==> src/hdl/vels_ram.sv <==
module vels_ram #(
  parameter int WIDTH = 8,
  parameter int DEPTH = 16
) (
  input  logic                     clk,
  input  logic                     we,
  input  logic [$clog2(DEPTH)-1:0] waddr,
  input  logic [WIDTH-1:0]         wdata,
  input  logic [$clog2(DEPTH)-1:0] raddr,
  output logic [WIDTH-1:0]         rdata
);
  logic [WIDTH-1:0] mem [DEPTH];

  always_ff @(posedge clk) begin
    if (we) mem[waddr] <= wdata;
    rdata <= mem[raddr];
  end
endmodule

==> config.mk <==
export PLATFORM = sky130hd
export DESIGN_NAME = vels_ram
export DESIGN_NICKNAME = d
export VERILOG_FILES = /design/src/hdl/vels_ram.sv
export SDC_FILE = /design/constraint.sdc
export NUM_CORES = 1
export LEC_CHECK = 0
export ABC_AREA = 1
export BUFFER_PORTS_ARGS = -buffer_cell sky130_fd_sc_hd__buf_2
export CAP_MARGIN = 20
export CORE_MARGIN = 10
export CORE_UTILIZATION = 60
export DETAILED_ROUTE_END_ITERATION = 10
export GPL_ROUTABILITY_DRIVEN = 0
export PLACE_DENSITY = 0.85
export SYNTH_ARGS = -nofsm -noshare
export SYNTH_HDL_FRONTEND = slang
export SYNTH_SLANG_ARGS = --single-unit
export TNS_END_PERCENT = 50
==> constraint.sdc <==
create_clock -name clk -period 1.28 [get_ports clk]
set_input_delay 0.064 -clock clk [delete_from_list [all_inputs] [get_ports clk]]
set_output_delay 0.064 -clock clk [all_outputs]
set_load 0.02 [all_outputs]
==> impl_metrics.json <==
{
  "hold_class": "in -> reg",
  "total_number_of_yosys_warnings": 0,
  "crit_fanout": 1,
  "total_die_area_um2": 13900,
  "tritoncts": "yes",
  "final.setup_skew_ps": 7.52,
  "synth_seq_area_share_pct": 69.4,
  "regToRegEndpoint": "rdata[3]$_DFF_P_",
  "row_count": 35,
  "effective_utilization_at_floorplan_pct": 62.1,
  "grt_setup_unrepaired": "false",
  "setup.worst_path.start": "rdata[6]$_DFF_P_",
  "synth_area_leaders": "sky130_fd_sc_hd__edfxtp_1 (67%), sky130_fd_sc_hd__nand2_1 (11%), sky130_fd_sc_hd__nand3_1 (8.4%)",
  "die-width_um": 118,
  "antenna_cells": 0,
  "leakage_uw": 0.00298,
  "worstReg2RegStart": "mem[15][3]$_DFFE_PP_",
  "hold_path_endpoint": "rdata[2]$_DFF_P_",
  "route.detailed.drc": 0,
  "finish.utilization_pct": 73.2,
  "report.final.slew_viol_count": 0,
  "report.final.hold_viol_count": 0,
  "worstPathRequired_ps": 1220,
  "postCtsHoldBufs": 9,
  "postCtsResizedCells": 0,
  "synth_area_per_cell_um2": 10.5,
  "top_level_ports": 26,
  "drtAntennaViolNets": 0,
  "library_cell_with_the_highest_instance_count_after_synthesis": "sky130_fd_sc_hd__nand2_1",
  "area_growth_pct": 17.9,
  "fin_cells": 749,
  "port_buffers": 25,
  "synth-edff-count": 128,
  "min_period_over_period_pct": 88.4,
  "setup-violations-final": 0,
  "cpMaxStageDelayCell": "sky130_fd_sc_hd__dfxtp_1",
  "worst_setup_hold_path_clk_slew_ps": 60,
  "antenna_found_initial": 0,
  "cp.buffers_inverters": 1,
  "slew_headroom_pct": 75.5,
  "routedWlPerCell_um": 18.0,
  "global_route_wire_length_before_repair_um": 21200,
  "critical-path-top-delay-family": "flip-flops",
  "clockBufferDepth": 2,
  "timing_worst_setup_path_type": "reg -> out",
  "globalRoute.totalOverflow": 0,
  "worstSkewPairLatency_ps": 510,
  "post_synthesis_net_count": 569,
  "gr-usage-all-layers_pct": 19.7,
  "place.detailed.hpwl_um": 7930,
  "grt_pass1_vias": 4005,
  "clock_sink_count": 136,
  "cts_max_level": 4,
  "yosysUniqueCellTypes": 12,
  "post_synthesis_register_bit_count": 136,
  "postSynthCellCount": 551,
  "vias": 4024,
  "detail_route.first_pass.iterations": 5,
  "seq_area_um2": 4000,
  "cp-end-kind": "output pin",
  "fin_tns_setup_ps": 0,
  "post_synthesis_cell_area_um2": 5770,
  "inserted_clock_buffers": 17,
  "power.density_nw_per_um2": 1550,
  "worst-slew-pin-transition_ps": 368,
  "fin_crit_ps": 1130,
  "cts_setup_buffers": 0,
  "critPathArrivalTime_ps": 1070,
  "synthDominantAreaCellType": "sky130_fd_sc_hd__edfxtp_1",
  "r2r_slack_ps": 180,
  "rr_worst_depth": 6,
  "proportion_of_netlist_area_held_by_the_largest_area_contributor_pct": 66.7,
  "hp-start": "raddr[2]",
  "critical-path-max-stage-delay_ps": 370,
  "fmax_ghz": 0.883,
  "synth_commonest_cells": "sky130_fd_sc_hd__nand2_1 (173), sky130_fd_sc_hd__edfxtp_1 (128), sky130_fd_sc_hd__inv_1 (100), sky130_fd_sc_hd__nand3_1 (97), sky130_fd_sc_hd__nor2_1 (17)",
  "clk_root_buffer_cell": "sky130_fd_sc_hd__clkbuf_8",
  "detail_route.vias_per_cell": 5.37,
  "post-place-cells": 708,
  "postSynth.asyncResetShare_pct": 0,
  "setup.worst_path.start_class": "register",
  "cp_cell_sequence": "buf_2",
  "fp.dieH_um": 118,
  "num-fill-cells": 601,
  "max-cap-violations": 0,
  "hold_depth": 5,
  "drive_gt1_share_pct": 13.7,
  "totalWireLength_um": 13500,
  "placeableCoreArea_um2": 9280,
  "ys_dominant_reg_cell": "sky130_fd_sc_hd__edfxtp_1",
  "outcome": "finished clean",
  "area_occupied_by_multi_input_gates_um2": 1210,
  "grt_start_max_net_pins": 34,
  "irDropWorstVdd_v": 0.00100,
  "finalNetCount": 625,
  "first_iter_violations": 450
}
==> worst max-delay path by stage <==
stage	to	cells past startpoint	slack (ps)
finish	rdata[6]	1	150
global route	rdata[4]$_DFF_P_	6	110
CTS	rdata[3]	1	150
detailed placement	rdata[3]$_DFF_P_	7	90
global placement	rdata[0]$_DFF_P_	7	160
floorplan	mem[10][0]$_DFFE_PP_	2	270
==> worst reg2reg max path, cell delays in order, from the launching register on <==
cell                       delay, ps
sky130_fd_sc_hd__edfxtp_1        360
sky130_fd_sc_hd__inv_1            60
sky130_fd_sc_hd__nand2_1          60
sky130_fd_sc_hd__nand3_1         110
sky130_fd_sc_hd__nand3_1         140
sky130_fd_sc_hd__nand3_1         180
sky130_fd_sc_hd__nand2_1          80
==> flip-flops by register name, summed over array words and instances (netlist names) <==
register  cells
mem         128
rdata         8
==> final cells by class <==
| class | count | share of cell area, % |
|---|---|---|
| timing repair buffer | 61 | 6.52 |
| sequential | 136 | 58.9 |
| multi-input combinational | 289 | 17.9 |
| clock buffer | 18 | 6.15 |
| tap | 129 | 2.37 |
| clock inverter | 14 | 2.56 |
| inverter | 102 | 5.63 |
==> placed cells by master, fill, tap and decap left out, drive strengths merged <==
master / count
buf: 52
bufinv: 3
clkbuf: 18
clkinv: 5
clkinvlp: 4
dfxtp: 8
dlygate4sd3: 9
edfxtp: 128
inv: 104
nand2: 173
nand3: 97
nand3b: 2
nor2: 17
==> layer usage <==
layer	vias up	global-route usage [%]	share of wire, %
li1	1887	-	-
met1	1881	23.5	38
met2	234	33.2	51
met3	22	5.61	9.8
met4	0	7.03	1.7
met5	-	0	0
==> through the flow <==
stage | setup WS, ps | hold slack [ps] | instance area, um2 | power [uW]
final | 148 | 124 | 6800 | 10500
after detailed placement | 91.9 | 446 | 6110 | 5740
after floorplan | 265 | 163 | 5770 | 5480
after global placement | 158 | 438 | 6110 | 5720
after global routing | 115 | 160 | 6800 | 10800
after CTS | 146 | 104 | 6800 | 10500
==> where the power goes <==
group	internal (uW)	switching, uW	total [uW]
logic	211	475	686
clock network	2980	1840	4820
registers	4980	32.0	5010
total	8170	2350	10500
==> kinds of logic (layout without fill, tap and decap cells) <==
group	after synthesis	in the layout	synth area share [%]
buf+inv	126	195	9.52
flops	136	136	69.4
simple gates	289	289	21.0
Power figures use the tool's default switching activity.
